[config.mk]
export PLATFORM = sky130hd
export DESIGN_NAME = positional_list_engine_core
export DESIGN_NICKNAME = d
export VERILOG_FILES = /design/src/rtl/ple_pkg.sv /design/src/rtl/ple_ram.sv /design/src/rtl/positional_list_engine_core.sv
export VERILOG_INCLUDE_DIRS = /design/src /design/src/rtl
export SDC_FILE = /design/constraint.sdc
export NUM_CORES = 1
export LEC_CHECK = 0
export BUFFER_PORTS_ARGS = -buffer_cell sky130_fd_sc_hd__buf_2
export CAP_MARGIN = 5
export CORE_MARGIN = 2
export CORE_UTILIZATION = 55
export CTS_CLUSTER_DIAMETER = 200
export DETAILED_ROUTE_END_ITERATION = 10
export PLACE_DENSITY = 0.79
export SYNTH_ARGS = -nofsm -noshare
export SYNTH_HDL_FRONTEND = slang
export SYNTH_HIERARCHICAL = 1
export SYNTH_SLANG_ARGS = --single-unit
[constraint.sdc]
create_clock -name clk -period 7.41 [get_ports clk]
set_input_delay 0.3705 -clock clk [delete_from_list [all_inputs] [get_ports clk]]
set_output_delay 0.3705 -clock clk [all_outputs]
set_load 0.02 [all_outputs]
[src/rtl/positional_list_engine_core_defines.svh]
// ----------------------------------------------------------------------------
// Assertion macros for the positional list engine
// Shared wrappers that clock every check on clk and mute it during reset.
// ----------------------------------------------------------------------------
`ifndef POSITIONAL_LIST_ENGINE_CORE_DEFINES_SVH
`define POSITIONAL_LIST_ENGINE_CORE_DEFINES_SVH

// The consequent must hold in the same cycle as the antecedent.
`define PLE_ASSERT_NOW(lbl, ante, cons, msg) \
	lbl: assert property (@(posedge clk) disable iff (!arst_n) (ante) |-> (cons)) \
		else $error(msg);

// The consequent must hold in the cycle after the antecedent.
`define PLE_ASSERT_NEXT(lbl, ante, cons, msg) \
	lbl: assert property (@(posedge clk) disable iff (!arst_n) (ante) |=> (cons)) \
		else $error(msg);

`endif

[src/rtl/ple_pkg.sv]
// ----------------------------------------------------------------------------
// ple_pkg
// Widths, request and status codes, and the microprogram of the list engine.
// ----------------------------------------------------------------------------
package ple_pkg;

	localparam int DATA_W    = 32;
	localparam int REQ_W     = 3;
	localparam int POS_W     = 5;
	localparam int STAT_W    = 2;
	localparam int CNT_OUT_W = 5;
	localparam int DEPTH_DEF = 16;

	localparam logic [REQ_W-1:0] REQ_INS_FRONT = 3'd0;
	localparam logic [REQ_W-1:0] REQ_INS_POS   = 3'd1;
	localparam logic [REQ_W-1:0] REQ_INS_BACK  = 3'd2;
	localparam logic [REQ_W-1:0] REQ_DEL_FRONT = 3'd3;
	localparam logic [REQ_W-1:0] REQ_DEL_POS   = 3'd4;
	localparam logic [REQ_W-1:0] REQ_DEL_BACK  = 3'd5;

	localparam logic [STAT_W-1:0] ST_DONE   = 2'd0;
	localparam logic [STAT_W-1:0] ST_EMPTY  = 2'd1;
	localparam logic [STAT_W-1:0] ST_BADPOS = 2'd2;
	localparam logic [STAT_W-1:0] ST_FULL   = 2'd3;

	// Datapath operation selected by one control word.
	typedef enum logic [3:0] {
		OP_NONE    = 4'd0,
		OP_TAKE    = 4'd1,
		OP_CHECK   = 4'd2,
		OP_UP_RD   = 4'd3,
		OP_UP_WR   = 4'd4,
		OP_PUT     = 4'd5,
		OP_DN_RD   = 4'd6,
		OP_DN_WR   = 4'd7,
		OP_TAIL_RD = 4'd8,
		OP_DROP    = 4'd9,
		OP_FIN     = 4'd10
	} uop_t;

	// Branch condition tested by one control word.
	typedef enum logic [2:0] {
		C_ALWAYS   = 3'd0,
		C_NO_REQ   = 3'd1,
		C_SKIP     = 3'd2,
		C_DEL      = 3'd3,
		C_UP_DONE  = 3'd4,
		C_DN_DONE  = 3'd5,
		C_OUT_BUSY = 3'd6
	} cond_t;

	typedef logic [3:0] upc_t;

	typedef struct packed {
		uop_t  op;
		cond_t cond;
		upc_t  jt;
		upc_t  jf;
	} ctl_t;

	localparam upc_t U_IDLE  = 4'd0;
	localparam upc_t U_CHECK = 4'd1;
	localparam upc_t U_SKIPT = 4'd2;
	localparam upc_t U_KIND  = 4'd3;
	localparam upc_t U_ILOOP = 4'd4;
	localparam upc_t U_IMOVE = 4'd5;
	localparam upc_t U_IPUT  = 4'd6;
	localparam upc_t U_DLOOP = 4'd7;
	localparam upc_t U_DMOVE = 4'd8;
	localparam upc_t U_DTAIL = 4'd9;
	localparam upc_t U_DDROP = 4'd10;
	localparam upc_t U_FIN   = 4'd11;

	// Control store: the jump goes to jt when the condition holds, else to jf.
	function automatic ctl_t ucode(input upc_t a);
		ctl_t w;
		begin
			case (a)
				U_IDLE:  w = '{op: OP_TAKE,    cond: C_NO_REQ,   jt: U_IDLE,  jf: U_CHECK};
				U_CHECK: w = '{op: OP_CHECK,   cond: C_ALWAYS,   jt: U_SKIPT, jf: U_SKIPT};
				U_SKIPT: w = '{op: OP_NONE,    cond: C_SKIP,     jt: U_FIN,   jf: U_KIND};
				U_KIND:  w = '{op: OP_NONE,    cond: C_DEL,      jt: U_DLOOP, jf: U_ILOOP};
				U_ILOOP: w = '{op: OP_UP_RD,   cond: C_UP_DONE,  jt: U_IPUT,  jf: U_IMOVE};
				U_IMOVE: w = '{op: OP_UP_WR,   cond: C_ALWAYS,   jt: U_ILOOP, jf: U_ILOOP};
				U_IPUT:  w = '{op: OP_PUT,     cond: C_ALWAYS,   jt: U_FIN,   jf: U_FIN};
				U_DLOOP: w = '{op: OP_DN_RD,   cond: C_DN_DONE,  jt: U_DTAIL, jf: U_DMOVE};
				U_DMOVE: w = '{op: OP_DN_WR,   cond: C_ALWAYS,   jt: U_DLOOP, jf: U_DLOOP};
				U_DTAIL: w = '{op: OP_TAIL_RD, cond: C_ALWAYS,   jt: U_DDROP, jf: U_DDROP};
				U_DDROP: w = '{op: OP_DROP,    cond: C_ALWAYS,   jt: U_FIN,   jf: U_FIN};
				U_FIN:   w = '{op: OP_FIN,     cond: C_OUT_BUSY, jt: U_FIN,   jf: U_IDLE};
				default: w = '{op: OP_NONE,    cond: C_ALWAYS,   jt: U_IDLE,  jf: U_IDLE};
			endcase
			return w;
		end
	endfunction

endpackage

[src/rtl/ple_ram.sv]
// ----------------------------------------------------------------------------
// ple_ram
// Generic RAM with one write port and one read port; read data is registered.
// ----------------------------------------------------------------------------
module ple_ram #(
	parameter int W = ple_pkg::DATA_W,
	parameter int D = ple_pkg::DEPTH_DEF
) (
	input  logic                 clk,
	input  logic                 we,
	input  logic [$clog2(D)-1:0] waddr,
	input  logic [W-1:0]         wdata,
	input  logic [$clog2(D)-1:0] raddr,
	output logic [W-1:0]         rdata
);

	logic [W-1:0] mem_q [D];
	logic [W-1:0] rdata_q;

	always_ff @(posedge clk) begin
		if (we) begin
			mem_q[waddr] <= wdata;
		end
		rdata_q <= mem_q[raddr];
	end

	assign rdata = rdata_q;

endmodule

[src/rtl/positional_list_engine_core.sv]
// ----------------------------------------------------------------------------
// positional_list_engine_core
// Bounded ordered list of signed 32-bit entries with front, back and
// positional insert and delete, driven by a small microprogram.
// ----------------------------------------------------------------------------
// The engine keeps up to DEPTH entries in order in a RAM, front first, with a
// live count beside it, and answers every request transaction with exactly one
// result transaction carrying a status, the new count and the new front and
// back values (zero when the list is empty). One request is worked on at a
// time. A refused request or an unknown request type moves no entries; an
// insert or a delete moves up to DEPTH - 1 entries one place to open or close
// the gap, one entry at a time through the single RAM, with a registered read
// and then a write for each. The result waits in an output register, so the
// next request can be worked on while it is still unclaimed.
module positional_list_engine_core #(
	parameter int DEPTH = ple_pkg::DEPTH_DEF
) (
	input  logic                               clk,
	input  logic                               arst_n,
	input  logic                               req_valid,
	output logic                               req_ready,
	input  logic        [ple_pkg::REQ_W-1:0]     req_type,
	input  logic signed [ple_pkg::DATA_W-1:0]    value,
	input  logic        [ple_pkg::POS_W-1:0]     position,
	output logic                               rsp_valid,
	input  logic                               rsp_ready,
	output logic        [ple_pkg::STAT_W-1:0]    status,
	output logic        [ple_pkg::CNT_OUT_W-1:0] entry_count,
	output logic signed [ple_pkg::DATA_W-1:0]    front_value,
	output logic signed [ple_pkg::DATA_W-1:0]    back_value
);

	`include "positional_list_engine_core_defines.svh"

	// Address width of the store, width of a count that can reach DEPTH, and a
	// width wide enough to compare a position with the count plus one.
	localparam int AW = $clog2(DEPTH);
	localparam int CW = $clog2(DEPTH + 1);
	localparam int XW = ((CW > ple_pkg::POS_W) ? CW : ple_pkg::POS_W) + 1;

	// Sequencer.
	ple_pkg::upc_t upc_q;
	ple_pkg::upc_t upc_d;
	ple_pkg::ctl_t ctl;
	logic          cond_hit;

	// Request held for the duration of the program.
	logic [ple_pkg::REQ_W-1:0]  req_q;
	logic [ple_pkg::DATA_W-1:0] val_q;
	logic [ple_pkg::POS_W-1:0]  pos_q;

	// Datapath registers.
	logic [CW-1:0]               cnt_q;
	logic [CW-1:0]               ptr_q;
	logic [CW-1:0]               tgt_q;
	logic [ple_pkg::STAT_W-1:0]  stat_q;
	logic                        del_q;
	logic                        skip_q;
	logic [ple_pkg::DATA_W-1:0]  front_q;
	logic [ple_pkg::DATA_W-1:0]  back_q;

	// Output register.
	logic                          rsp_valid_q;
	logic [ple_pkg::STAT_W-1:0]    rsp_stat_q;
	logic [ple_pkg::CNT_OUT_W-1:0] rsp_cnt_q;
	logic [ple_pkg::DATA_W-1:0]    rsp_front_q;
	logic [ple_pkg::DATA_W-1:0]    rsp_back_q;
	logic                          out_busy;

	// Request check.
	logic [XW-1:0]              cnt_x;
	logic [XW-1:0]              pos_x;
	logic [XW-1:0]              chk_tgt_x;
	logic [ple_pkg::STAT_W-1:0] chk_stat;
	logic                       chk_del;
	logic                       chk_nop;
	logic                       is_full;
	logic                       is_empty;

	// Address arithmetic.
	logic [CW-1:0] ptr_dec;
	logic [CW-1:0] ptr_inc;
	logic [CW-1:0] cnt_dec1;
	logic [CW-1:0] cnt_dec2;

	// Store port.
	logic                       ram_we;
	logic [AW-1:0]              ram_waddr;
	logic [ple_pkg::DATA_W-1:0] ram_wdata;
	logic [AW-1:0]              ram_raddr;
	logic [ple_pkg::DATA_W-1:0] ram_rdata;

	assign ctl       = ple_pkg::ucode(upc_q);
	assign req_ready = (ctl.op == ple_pkg::OP_TAKE);
	assign out_busy  = rsp_valid_q && !rsp_ready;

	assign ptr_dec  = ptr_q - CW'(1);
	assign ptr_inc  = ptr_q + CW'(1);
	assign cnt_dec1 = cnt_q - CW'(1);
	assign cnt_dec2 = cnt_q - CW'(2);

	// The jump condition of the current control word picks the next step.
	always_comb begin
		unique case (ctl.cond)
			ple_pkg::C_ALWAYS:   cond_hit = 1'b1;
			ple_pkg::C_NO_REQ:   cond_hit = !req_valid;
			ple_pkg::C_SKIP:     cond_hit = skip_q;
			ple_pkg::C_DEL:      cond_hit = del_q;
			ple_pkg::C_UP_DONE:  cond_hit = (ptr_q <= tgt_q);
			ple_pkg::C_DN_DONE:  cond_hit = (ptr_inc >= cnt_q);
			ple_pkg::C_OUT_BUSY: cond_hit = out_busy;
			default:             cond_hit = 1'b1;
		endcase
		upc_d = cond_hit ? ctl.jt : ctl.jf;
	end

	// Decode the held request against the current count. A positional insert
	// checks its position before it checks for a full store; any delete on an
	// empty list reports empty whatever its position.
	assign cnt_x    = XW'(cnt_q);
	assign pos_x    = XW'(pos_q);
	assign is_full  = (cnt_q >= CW'(DEPTH));
	assign is_empty = (cnt_q == '0);

	always_comb begin
		chk_stat  = ple_pkg::ST_DONE;
		chk_tgt_x = '0;
		chk_del   = 1'b0;
		chk_nop   = 1'b0;
		unique case (req_q)
			ple_pkg::REQ_INS_FRONT: begin
				if (is_full) begin
					chk_stat = ple_pkg::ST_FULL;
				end
			end
			ple_pkg::REQ_INS_POS: begin
				chk_tgt_x = pos_x - XW'(1);
				if (pos_x == '0 || pos_x > cnt_x + XW'(1)) begin
					chk_stat = ple_pkg::ST_BADPOS;
				end else if (is_full) begin
					chk_stat = ple_pkg::ST_FULL;
				end
			end
			ple_pkg::REQ_INS_BACK: begin
				chk_tgt_x = cnt_x;
				if (is_full) begin
					chk_stat = ple_pkg::ST_FULL;
				end
			end
			ple_pkg::REQ_DEL_FRONT: begin
				chk_del = 1'b1;
				if (is_empty) begin
					chk_stat = ple_pkg::ST_EMPTY;
				end
			end
			ple_pkg::REQ_DEL_POS: begin
				chk_del   = 1'b1;
				chk_tgt_x = pos_x - XW'(1);
				if (is_empty) begin
					chk_stat = ple_pkg::ST_EMPTY;
				end else if (pos_x == '0 || pos_x > cnt_x) begin
					chk_stat = ple_pkg::ST_BADPOS;
				end
			end
			ple_pkg::REQ_DEL_BACK: begin
				chk_del   = 1'b1;
				chk_tgt_x = cnt_x - XW'(1);
				if (is_empty) begin
					chk_stat = ple_pkg::ST_EMPTY;
				end
			end
			default: begin
				chk_nop = 1'b1;
			end
		endcase
	end

	// Store addressing. An insert walks the pointer down from the count,
	// copying each entry one place up; a delete walks it up from the target,
	// copying each entry one place down. Each write uses the data read in the step before it.
	always_comb begin
		ram_we    = 1'b0;
		ram_waddr = ptr_q[AW-1:0];
		ram_wdata = ram_rdata;
		ram_raddr = ptr_dec[AW-1:0];
		case (ctl.op)
			ple_pkg::OP_UP_RD: begin
				ram_raddr = ptr_dec[AW-1:0];
			end
			ple_pkg::OP_UP_WR, ple_pkg::OP_DN_WR: begin
				ram_we = 1'b1;
			end
			ple_pkg::OP_PUT: begin
				ram_we    = 1'b1;
				ram_waddr = tgt_q[AW-1:0];
				ram_wdata = val_q;
			end
			ple_pkg::OP_DN_RD: begin
				ram_raddr = ptr_inc[AW-1:0];
			end
			ple_pkg::OP_TAIL_RD: begin
				ram_raddr = cnt_dec2[AW-1:0];
			end
			default: begin
				ram_we = 1'b0;
			end
		endcase
	end

	ple_ram #(
		.W(ple_pkg::DATA_W),
		.D(DEPTH)
	) u_store (
		.clk  (clk),
		.we   (ram_we),
		.waddr(ram_waddr),
		.wdata(ram_wdata),
		.raddr(ram_raddr),
		.rdata(ram_rdata)
	);

	// Control state: step counter, live count and result valid.
	always_ff @(posedge clk or negedge arst_n) begin
		if (!arst_n) begin
			upc_q       <= ple_pkg::U_IDLE;
			cnt_q       <= '0;
			rsp_valid_q <= 1'b0;
		end else begin
			upc_q <= upc_d;
			if (ctl.op == ple_pkg::OP_PUT) begin
				cnt_q <= cnt_q + CW'(1);
			end else if (ctl.op == ple_pkg::OP_DROP) begin
				cnt_q <= cnt_dec1;
			end
			if (ctl.op == ple_pkg::OP_FIN && !out_busy) begin
				rsp_valid_q <= 1'b1;
			end else if (rsp_ready) begin
				rsp_valid_q <= 1'b0;
			end
		end
	end

	// Datapath registers. The front and back values are tracked beside the
	// store so that a result never needs a read of its own, except when a
	// delete removes the last entry and the one before it becomes the back.
	always_ff @(posedge clk) begin
		case (ctl.op)
			ple_pkg::OP_TAKE: begin
				if (req_valid) begin
					req_q <= req_type;
					val_q <= value;
					pos_q <= position;
				end
			end
			ple_pkg::OP_CHECK: begin
				stat_q <= chk_stat;
				tgt_q  <= chk_tgt_x[CW-1:0];
				del_q  <= chk_del;
				skip_q <= chk_nop || (chk_stat != ple_pkg::ST_DONE);
				ptr_q  <= chk_del ? chk_tgt_x[CW-1:0] : cnt_q;
			end
			ple_pkg::OP_UP_WR: begin
				ptr_q <= ptr_dec;
			end
			ple_pkg::OP_PUT: begin
				if (tgt_q == '0) begin
					front_q <= val_q;
				end
				if (tgt_q == cnt_q) begin
					back_q <= val_q;
				end
			end
			ple_pkg::OP_DN_WR: begin
				if (ptr_q == '0) begin
					front_q <= ram_rdata;
				end
				ptr_q <= ptr_inc;
			end
			ple_pkg::OP_DROP: begin
				if (tgt_q == cnt_dec1) begin
					back_q <= ram_rdata;
				end
			end
			ple_pkg::OP_FIN: begin
				if (!out_busy) begin
					rsp_stat_q  <= stat_q;
					rsp_cnt_q   <= cnt_x[ple_pkg::CNT_OUT_W-1:0];
					rsp_front_q <= is_empty ? '0 : front_q;
					rsp_back_q  <= is_empty ? '0 : back_q;
				end
			end
			default: begin
			end
		endcase
	end

	assign rsp_valid   = rsp_valid_q;
	assign status      = rsp_stat_q;
	assign entry_count = rsp_cnt_q;
	assign front_value = rsp_front_q;
	assign back_value  = rsp_back_q;

	// An accepted request always starts the program at the check step.
	`PLE_ASSERT_NEXT(a_take_to_check, req_valid && req_ready, upc_q == ple_pkg::U_CHECK, "accepted request did not reach the check step")

	// The count moves only on the steps that commit an insert or a delete.
	`PLE_ASSERT_NEXT(a_count_steady, ctl.op != ple_pkg::OP_PUT && ctl.op != ple_pkg::OP_DROP, $stable(cnt_q), "count changed outside a commit step")

	// An upward copy never reaches below the insert target.
	`PLE_ASSERT_NOW(a_up_in_range, ctl.op == ple_pkg::OP_UP_WR, ptr_q > tgt_q && ptr_q < CW'(DEPTH), "upward copy outside the open gap")

	// A downward copy never reads past the last live entry.
	`PLE_ASSERT_NOW(a_dn_in_range, ctl.op == ple_pkg::OP_DN_WR, ptr_inc < cnt_q, "downward copy past the last entry")

endmodule

[Yosys cells after proc, flatten, opt, wreduce, memory -nomap -nowiden]
Memories as Yosys holds them, arrays and structs flattened. A register that Yosys moved wholly into a read port is not among the register bits.
Index checks and enable logic that the tools add are counted.
Operators by class
  muxes and demuxes: 29
  bitwise operators: 1
  reduce and logical (&&, ||, !) cells: 28
  equality and inequality tests: 26
  add/sub/neg operators: 8
  order comparisons: 5
Operators by type and width (count)
  32-bit 2-to-1 mux: 5
  32-bit case mux with 2 select lines: 2
  5-bit case mux with 3 select lines: 2
  5-bit by 1-bit subtractor with 5-bit output (second input constant): 4
  4-bit by 3-bit == test with 1-bit output (second input constant): 4
  3-bit == test (second input constant): 5
  5-bit logical NOT: 3
  5-bit 2-to-1 mux: 3
  3-bit by 2-bit == test with 1-bit output (second input constant): 4
  4-bit == test (second input constant): 3
  5-bit by 1-bit adder with 5-bit output (second input constant): 2
  5-bit == test: 2
  1-bit 2-to-1 mux: 8
  2-bit 2-to-1 mux: 4
  4-bit 2-to-1 mux: 2
  2-bit case mux with 4 select lines: 1
  4-bit case mux with 2 select lines: 1
  2-bit nonzero test: 4
  5-bit by 1-bit adder with 6-bit output (second input constant): 1
  3-bit by 1-bit == test with 1-bit output (second input constant): 2
  5-bit by 6-bit > comparator with 1-bit output: 1
  6-bit logical NOT: 1
  2-bit by 1-bit != test with 1-bit output (second input constant): 3
  1-bit case mux with 6 select lines: 1
  19 further kinds: 29
Storage, ports and cells
  word-level logic and storage cells: 116
  memory bits (read-only): 240
  memory bits (writable): 512
  bits of input ports: 44
  output and inout port bits: 73
  flip-flop bits (word level): 199
  memories kept: 2
Memory list
  u_store.mem_q: words 16, width 32, read ports 1, clocked after memory_dff 1, write ports 1, line ple_ram.sv:17  | logic [W-1:0] mem_q [D];
  (no name shown): words 16, width 15, read ports 1, clocked after memory_dff 0, write ports 0, line ple_pkg.sv:78  | case (a)

[Longest topological paths before layout]
Gate-level depths: netlist of run 1.
  word-level depth: 7
  gate-level depth with buffers: 14
  depth with buffers taken out: 11

[By module]
The synthesis of run 1 kept the hierarchy.
Modules (own cells, without submodules)
  ple_ram: cells an instance 838, instances 1, area each 19835.3 µm², sequential area each 16015.4 µm²
  positional_list_engine_core: cells an instance 717, instances 1, area each 9930.8 µm², sequential area each 5925.7 µm²

[Worst setup path before layout of run 1]
Ideal clock, no wire load.
  kind: register to register
  start: reg upc_q[0]
  end: reg rsp_back_q, in the netlist back_value[0], enable pin
  path buffers: 1
  library setup time: 0.587 ns
  clock period less this slack: 7.294 ns
  arrival time: 6.707 ns
  stages on the path, launching flop included: 8
  data required time: 6.823 ns
  setup slack: 0.116 ns
  cell sequence: dfrtp_1 inv_1 ha_1 buf_6 and2_4 o32ai_4 nand3_2 nor3_1
On the way
  cells in the longest elaborated chain, start to end: 3
Ends and longest elaborated chain
  start: declaration: line positional_list_engine_core.sv:42  | ple_pkg::upc_t upc_q;
  start signal: assignment: line positional_list_engine_core.sv:225  | upc_q <= ple_pkg::U_IDLE;
  start signal: assignment: line positional_list_engine_core.sv:229  | upc_q <= upc_d;
  memory read 16 x 15 bit
  4-bit == test: line positional_list_engine_core.sv:247  | case (ctl.op)
  2-bit AND reduction (no line)
  end signal: assignment: line positional_list_engine_core.sv:289  | rsp_back_q <= is_empty ? '0 : back_q;
  end: declaration: line positional_list_engine_core.sv:67  | logic [ple_pkg::DATA_W-1:0] rsp_back_q;
No other way between the ends.
A chain may end at the register's enable or synchronous reset.

[Worst setup path after layout of run 1]
  start: reg upc_q[0]
  end: mem u_store/mem_q[7][11] (netlist bit), enable pin
On the way
  elaborated cells between the ends (all ways): 9
  classes of those cells: eq/ne (3); mux (4); reduce/logical (1); memory (1)
RTL lines
  memory read 16 x 15 bit
  4-bit by 3-bit == test with 1-bit output: line positional_list_engine_core.sv:186  | case (ctl.op)
  4-bit 2-to-1 mux: line positional_list_engine_core.sv:186
  via ram_waddr[1]: line positional_list_engine_core.sv:88  | logic [AW-1:0] ram_waddr;
  end: declaration: line ple_ram.sv:17
The timed path passes the listed nets, and every way through them passes these cells.

==> results of run 1 <==
## placed cells by master, fill, tap and decap left out, drive strengths merged, types with 3 or more instances in the layout
cell / synthesis / final
dfrtp: 10 / 10
clkinvlp: 0 / 6
inv: 28 / 28
o221ai: 7 / 7
nor2: 47 / 47
nor3: 16 / 16
ha: 34 / 34
buf: 44 / 140
a221oi: 4 / 4
nand2: 58 / 58
o21a: 4 / 4
mux2i: 5 / 5
xor2: 10 / 10
xnor2: 14 / 14
edfxtp: 701 / 701
mux4: 128 / 128
dfxtp: 32 / 32
mux2: 97 / 97
a22oi: 65 / 65
a31oi: 4 / 4
nand3b: 3 / 3
nand3: 13 / 13
nand2b: 11 / 11
nor2b: 73 / 73
nand4: 6 / 6
bufinv: 0 / 6
a211oi: 3 / 3
clkinv: 0 / 22
a21oi: 24 / 24
nor4: 4 / 4
a21o: 3 / 3
clkbuf: 33 / 103
and2: 7 / 7
dlygate4sd3: 0 / 41
o21ai: 26 / 26
o22ai: 6 / 6
## per-layer routing
layer | vias to the layer above | global-route usage (%) | routed length, microns
met4 | 0 | 8.38 | 1860
met1 | 7834 | 31.5 | 25500
met2 | 689 | 37.8 | 31000
met3 | 128 | 3.68 | 4480
li1 | 6634 | - | -
met5 | - | 0 | 0
## state kept, by name (all words and copies together) (netlist names), 3 cells and up
| name | cells |
|---|---|
| back_value | 32 |
| entry_count | 5 |
| req_q | 3 |
| ptr_q | 5 |
| upc_q | 4 |
| cnt_q | 5 |
| back_q | 32 |
| u_store/mem_q | 512 |
| front_q | 32 |
| front_value | 32 |
| u_store/rdata | 32 |
| tgt_q | 5 |
| pos_q | 5 |
| val_q | 32 |
## worst max-delay path: cells and delay by family (launching register included)
family / cells / cell delay [ns]
flops: 1 / 0.52
simple gates: 4 / 2.52
fa+ha+maj: 1 / 0.55
buf+inv: 1 / 0.20
compound gates: 2 / 1.35
## through the flow
stage | hold WS, ns | instance area [sq um] | instances
2_1_floorplan | 0.0749 | 29800 | 1555
3_3_place_gp | 0.253 | 31200 | 2314
3_5_place_dp | 0.258 | 31200 | 2314
4_1_cts | 0.0726 | 34100 | 2492
5_1_grt | 0.114 | 34100 | 2492
6_report | 0.107 | 34100 | 2492
## timing repair
item	in CTS	in global routing
endpoints found under the setup margin	0	0
buffers inserted	0	0
endpoints found under the hold margin	50	0
hold buffers	41	0
## logic make-up after synthesis
kind of cell             Yosys count  synth area share [%]
AO/OA/AOI/OAI                    173                  4.22
XOR/XNOR                          24                 0.706
adder cells (fa/ha/maj)           34                  1.43
buffers and inverters            105                  1.71
flip-flops                       743                  73.7
multiplexers                     230                  13.7
AND/OR/NAND/NOR                  246                  4.52
## cell type report
type,count,share of cell area [%]
Sequential cell,743,64.4
Multi-Input combinational cell,707,22.0
Clock buffer,103,6.18
Timing Repair Buffer,181,3.51
Tap cell,696,2.56
Clock inverter,34,0.992
Inverter,28,0.309
## power by group through the flow
stage | combinational, W | sequential (W) | clock (W)
after CTS | 0.00642 | 0.00606 | 0.00380
after floorplan | 0.00462 | 0.00615 | 0
after global routing | 0.00695 | 0.00611 | 0.00395
after detailed placement | 0.00632 | 0.00614 | 0
after global placement | 0.00612 | 0.00612 | 0
final | 0.00639 | 0.00606 | 0.00374
## worst min-delay path by stage
stage                         start   endpoint  slack, ns
after floorplan              arst_n   cnt_q[0]       0.07
after global placement       arst_n   cnt_q[0]       0.25
after detailed placement     arst_n   cnt_q[0]       0.26
after CTS                 rsp_ready  rsp_valid       0.07
after global routing      rsp_ready  rsp_valid       0.11
final                     rsp_ready  rsp_valid       0.11
==> metrics.txt, run 1 <==
outcome finished clean; core box area 53,700 sq um; crit share post-route 75.1%; initial antenna violation count 0; Post-synth EDFFs 701; Worst R2R Path Depth 8; root buffer cell clkbuf_16; relative slew slack 10.8%; sequential cell fraction of total power 37.4%; worst reg2reg path endpoint u_store/mem_q[7][11]; largest net degree at the start of global routing 117; Max Cap Viol 0; # fillers 3,569; Setup Viol. Count Final 0; WL final 62,800 microns; worst path cell trace inv_1 -> ha_1 -> and2_4 -> o32a_4 -> nand3_4 -> o21ai_0 -> nand2_1 -> nor2_4; Post-Syn Area per Cell 19.1 sq um; Async SR Flop Fraction 1.35%; remaining global-route overflow 0; DRT Pass-1 Iters 6; worst-skew pair later-pin latency 0.60 ns; Synth Warn # 6; TritonCTS buffer count 76; Setup crit end kind flop; register area share after synthesis 73.7%; reg2reg start upc_q[0]; CP startpoint upc_q[0]; buffers added on ports 116; minimum clock period 5.56 ns; Final Skew 0.0224 ns; RSZ-0062 raised after global routing false; Initial Utilization 55.4%; chip height 237 microns; measured slew at the worst slew-check pin 1.33 ns; CP arrival 5.77 ns; slowest CP cell o21ai_0; final setup margin 1.85 ns; FF-to-FF setup slack 1.85 ns; register area 21,900 sq um; Max Freq 180 MHz; fin util 63.4%; GRT Util Overall 23.0%; final hold vios 0; Tot Pwr 0.0162 W; Peak VDD IR 0.587 mV; Post-synth top cells edfxtp_1 (701), mux4_2 (128), nor2b_1 (73), a22oi_1 (65), mux2_2 (64); ANT nets after route 0; CP Capture Point u_store/mem_q[7][11]; first-pass GRT wire length 95,800 microns; min-delay worst type in2reg; CTS H-Tree Depth 3; # nets final 1,815; internal power 0.0105 W; DR iter-0 viols 1,368; Pins Over Slew Limit 0; fraction of layout cells with a size suffix above 1 28.2%; Clock Tree Buf Depth 3; Combinational Power Share 39.5%; Syn Nets 1,633; ys flop type edfxtp_1; WHS Path Cells 3; Area growth, synth to finish 14.4%; switching pwr 0.00566 W; cts repair resizes 0; Syn Inst Count 1,555; via-per-instance ratio 6.13; top post-synthesis cells by area edfxtp_1 (71%), mux4_2 (9.7%), mux2_2 (2.4%); Setup TNS Final 0 ns; DRC 0; pwr dens 475 nW/um^2; Die Area 56,000 sq um; Place WS 1.95 ns; routed vias 15,285; area of the multi-input gates 7510 sq um; GP Congestion 0.850; Die Wd 237 microns; Clock Power Share 23.1%; top-count cell post-synth edfxtp_1; Rows 85; Worst EP required 7.61 ns; CP Launch Type flop; vias in the first global route 15,748; Avg WL per Cell 25.2 microns; synthesis-stage register bit count 743; Leak 11.4 nW; post-synth top area share 70.7%; Reg clk slew, reported paths 0.06 ns; Switching Share 35.0%; Yosys cell types 80; Antenna Diode Count 0; I/O pin cnt 117; HPWL after DPL 34,300 microns; largest area contributor in the netlist edfxtp_1; CP peak stage delay 1.12 ns; mapped cell area 29,800 sq um; CTS tree done; Worst Path Max Fanout 46; TritonCTS Sinks 743; crit path kind reg2reg
Note: power is estimated with default switching activity, not from simulation.
==> run 2: changes to the inputs <==
- ABC_AREA: unset -> 1
- CORE_UTILIZATION: 55 -> 56
- PLACE_DENSITY: 0.79 -> 0.8
- clock period: 7.41 -> 4.8 ns (I/O delays scaled with it)
==> run 2 against run 1 <==
  * Largest power group unchanged
  * Cell count is 64% higher
  * Critical path type unchanged
  * Total power is 69% higher
  * Worst hold slack worse by 0.067 ns
  * Wire length is 23% higher
  * Setup slack worse by 1.2 ns
  * Via count is 45% higher
  * Clock power is 47% higher
  * Sequential share of layout area is 4.5 points lower
  * Synthesized cell count is 99% higher
  * Clock-buffer cell count is 3 lower
  * Global-route usage is 2.9 points higher
==> metrics.txt, run 2 <==
outcome finished clean; routed vias 22,231 (+45%); Avg WL per Cell 18.9 microns (-25%); TritonCTS Sinks 743 (unchanged); Levels on crit path 15 (+7); DRT Pass-1 Iters 6 (unchanged); Clock Tree Buf Depth 3 (unchanged); Max Cap Viol 0 (unchanged); Die Area 59,800 sq um (+6.8%); Post-synth top cells nand2_1 (959), edfxtp_1 (701), inv_1 (555), nand3_1 (423), o21ai_1 (65); Post-Syn Area per Cell 10.5 sq um (-45%); CP Capture Point u_store/rdata[20]; Reg with most FFs u_store/mem_q; Synth Warn # 6 (unchanged); Final Skew 0.0298 ns (+0.00737 ns); register area share after synthesis 67.7% (-6.0 points); Setup Buffers After CTS 0 (unchanged); measured slew at the worst slew-check pin 1.15 ns (-0.180 ns); delay-heaviest family, CP simple AND/OR/NAND/NOR gates; Max Freq 243 MHz (+35%); buffers added on ports 116 (unchanged); Metal-1 WL 29,700 microns (+17%); WL met2 37,000 microns (+19%); DR iter-0 viols 2,970 (+120%); CP startpoint upc_q[1]; chip height 245 microns (+3.3%); post-synth top area share 65.0% (-5.7 points); worst path cell trace inv_1 -> ha_1 -> inv_1 -> nand2_1 -> nand2_2 -> inv_2 -> nand3_1 -> o21ai_4 -> buf_12 -> nand2_1 -> nand2_1 -> nand2_1 -> nand3_1 -> nand3_1 -> nand2_1; pwr dens 749 nW/um^2 (+57%); largest net degree at the start of global routing 213 (+82%); Rows 88 (+3.5%); I/O pin cnt 117 (unchanged); max FFs per register 512 (unchanged); worst reg2reg path endpoint u_store/rdata[20]; RSZ-0062 raised after global routing false; CTS H-Tree Depth 3 (unchanged); Setup crit end kind flop; vias in the first global route 21,354 (+36%); DRC 0 (unchanged); Setup TNS Final 0 ns (unchanged); Peak VDD IR 0.746 mV (+27%); FF-to-FF setup slack 0.68 ns (-1.16 ns); # nets final 3,339 (+84%); GP Congestion 0.891 (+4.8%); Leak 15.8 nW (+39%); commonest non-fill, non-tap cell in the layout nand2_1; CP peak stage delay 0.70 ns (-0.42 ns); root buffer cell clkbuf_16; CP Launch Type flop; Pins Over Slew Limit 0 (unchanged); Place WS 0.807 ns (-1.15 ns); Syn Nets 3,175 (+94%); minimum clock period 4.12 ns (-1.45 ns); via-per-instance ratio 5.44 (-11%); worst-skew pair later-pin latency 0.62 ns (+0.02 ns); ANT nets after route 0 (unchanged); GRT Util Overall 25.9% (+2.9 points); CTS tree done; Worst Path Max Fanout 212 (+360%); fraction of layout cells with a size suffix above 1 9.79% (-18 points); Initial Utilization 56.4% (+0.95 points); HPWL after DPL 43,600 microns (+27%); top post-synthesis cells by area edfxtp_1 (65%), nand2_1 (11%), nand3_1 (6.5%); crit share post-route 85.7% (+11 points); Worst R2R Path Depth 15 (+7); final hold vios 0 (unchanged); top layer in use met4; initial antenna violation count 0 (unchanged); met3 WL post-DR 8180 microns (+83%); Antenna Diode Count 0 (unchanged); Syn Inst Count 3,097 (+99%); crit path kind reg2reg; Yosys cell types 41 (-49%); ys flop type edfxtp_1; most frequent cells in the layout nand2_1 (959), edfxtp_1 (701), inv_1 (554), nand3_1 (420), buf_2 (116); slowest CP cell o21ai_4; first-pass GRT wire length 118,000 microns (+24%); Setup Viol. Count Final 0 (unchanged); Top cell by count, worst path nand2_1; TritonCTS buffer count 72 (-5.3%); final setup margin 0.685 ns (-1.16 ns); Worst EP required 5.33 ns (-2.28 ns); synthesis-stage register bit count 743 (unchanged); largest area contributor in the netlist edfxtp_1; Async SR Flop Fraction 1.35% (unchanged); Area growth, synth to finish 13.1%; WL final 77,400 microns (+23%); Post-synth EDFFs 701 (unchanged); Die Wd 245 microns (+3.3%); Buf+Inv Stages, Crit Path 4 (+3); remaining global-route overflow 0 (unchanged); mapped cell area 32,400 sq um (+8.8%); reg2reg start upc_q[1]; core box area 57,500 sq um (+7.0%); relative slew slack 23.0% (+12 points); CP arrival 4.65 ns (-1.12 ns); Reg clk slew, reported paths 0.06 ns (about the same); top-count cell post-synth nand2_1; min-delay worst type in2async
## run 2: cell families (layout without fill, tap and decap cells)
family,count (synthesis),count (layout),synth area share (%)
AOI/OAI and AO/OA,143,143,2.37
adders and majority gates,34,34,1.31
muxes,1,1,0.0309
and+or+nand+nor,1457,1457,18.8
DFF,743,743,67.7
xor gates and xnor gates,19,19,0.514
buffers and inverters,700,922,9.26
## run 2: cell type report
class | instances | area, sq um
Fill cell | 4108 | 20800
Inverter | 564 | 2120
Clock inverter | 32 | 263
Tap cell | 765 | 957
Multi-Input combinational cell | 1654 | 7650
Timing Repair Buffer | 226 | 1670
Sequential cell | 743 | 21900
Clock buffer | 100 | 2020
## run 2: metrics by stage
| stage | instances | power, W | utilization [%] | instance area, sq um | hold slack [ns] |
|---|---|---|---|---|---|
| finish | 4084 | 0.0274 | 63.7 | 36600 | 0.0403 |
| global route | 4084 | 0.0289 | 63.7 | 36600 | 0.0566 |
| CTS | 4084 | 0.0272 | 63.7 | 36600 | 0.0236 |
| detailed placement | 3910 | 0.0216 | 59.0 | 33900 | 0.128 |
| global placement | 3910 | 0.0212 | 59.0 | 33900 | 0.116 |
| floorplan | 3097 | 0.0181 | - | 32400 | -0.0556 |
## run 2: repair_timing
| action | 4_1_cts | 5_1_grt |
|---|---|---|
| endpoints found under the hold margin | 51 | 0 |
| hold buffers | 42 | 0 |
| gates resized for setup | 0 | 0 |
## run 2: worst min path at each step
stage / startpoint / end / cells after the start
2_1_floorplan: arst_n / cnt_q[0] / 0
3_3_place_gp: arst_n / rsp_valid / 1
3_5_place_dp: arst_n / upc_q[1] / 1
4_1_cts: arst_n / cnt_q[1] / 2
5_1_grt: arst_n / cnt_q[2] / 2
6_report: arst_n / cnt_q[2] / 2
## run 2: worst register-to-register path: stages, from the launching register on
cell     delay (ns)
dfrtp_1        0.44
inv_1          0.15
ha_1           0.34
inv_1          0.09
nand2_1        0.09
nand2_2        0.08
inv_2          0.13
nand3_1        0.33
o21ai_4        0.71
buf_12         0.70
nand2_1        0.45
nand2_1        0.12
nand2_1        0.08
nand3_1        0.11
nand3_1        0.10
nand2_1        0.14
## run 2: per-layer routing
layer  track usage, %  up-vias
li1                 -    10364
met1             35.2    10401
met2             42.3     1279
met3             4.03      187
met4             9.90        0
met5                0        -
## run 2: where the power goes
group	internal, W	switching (W)	leakage [nW]
clock	0.00316	0.00234	1.11
sequential	0.00902	0.000377	6.73
combinational	0.00344	0.00908	8.00
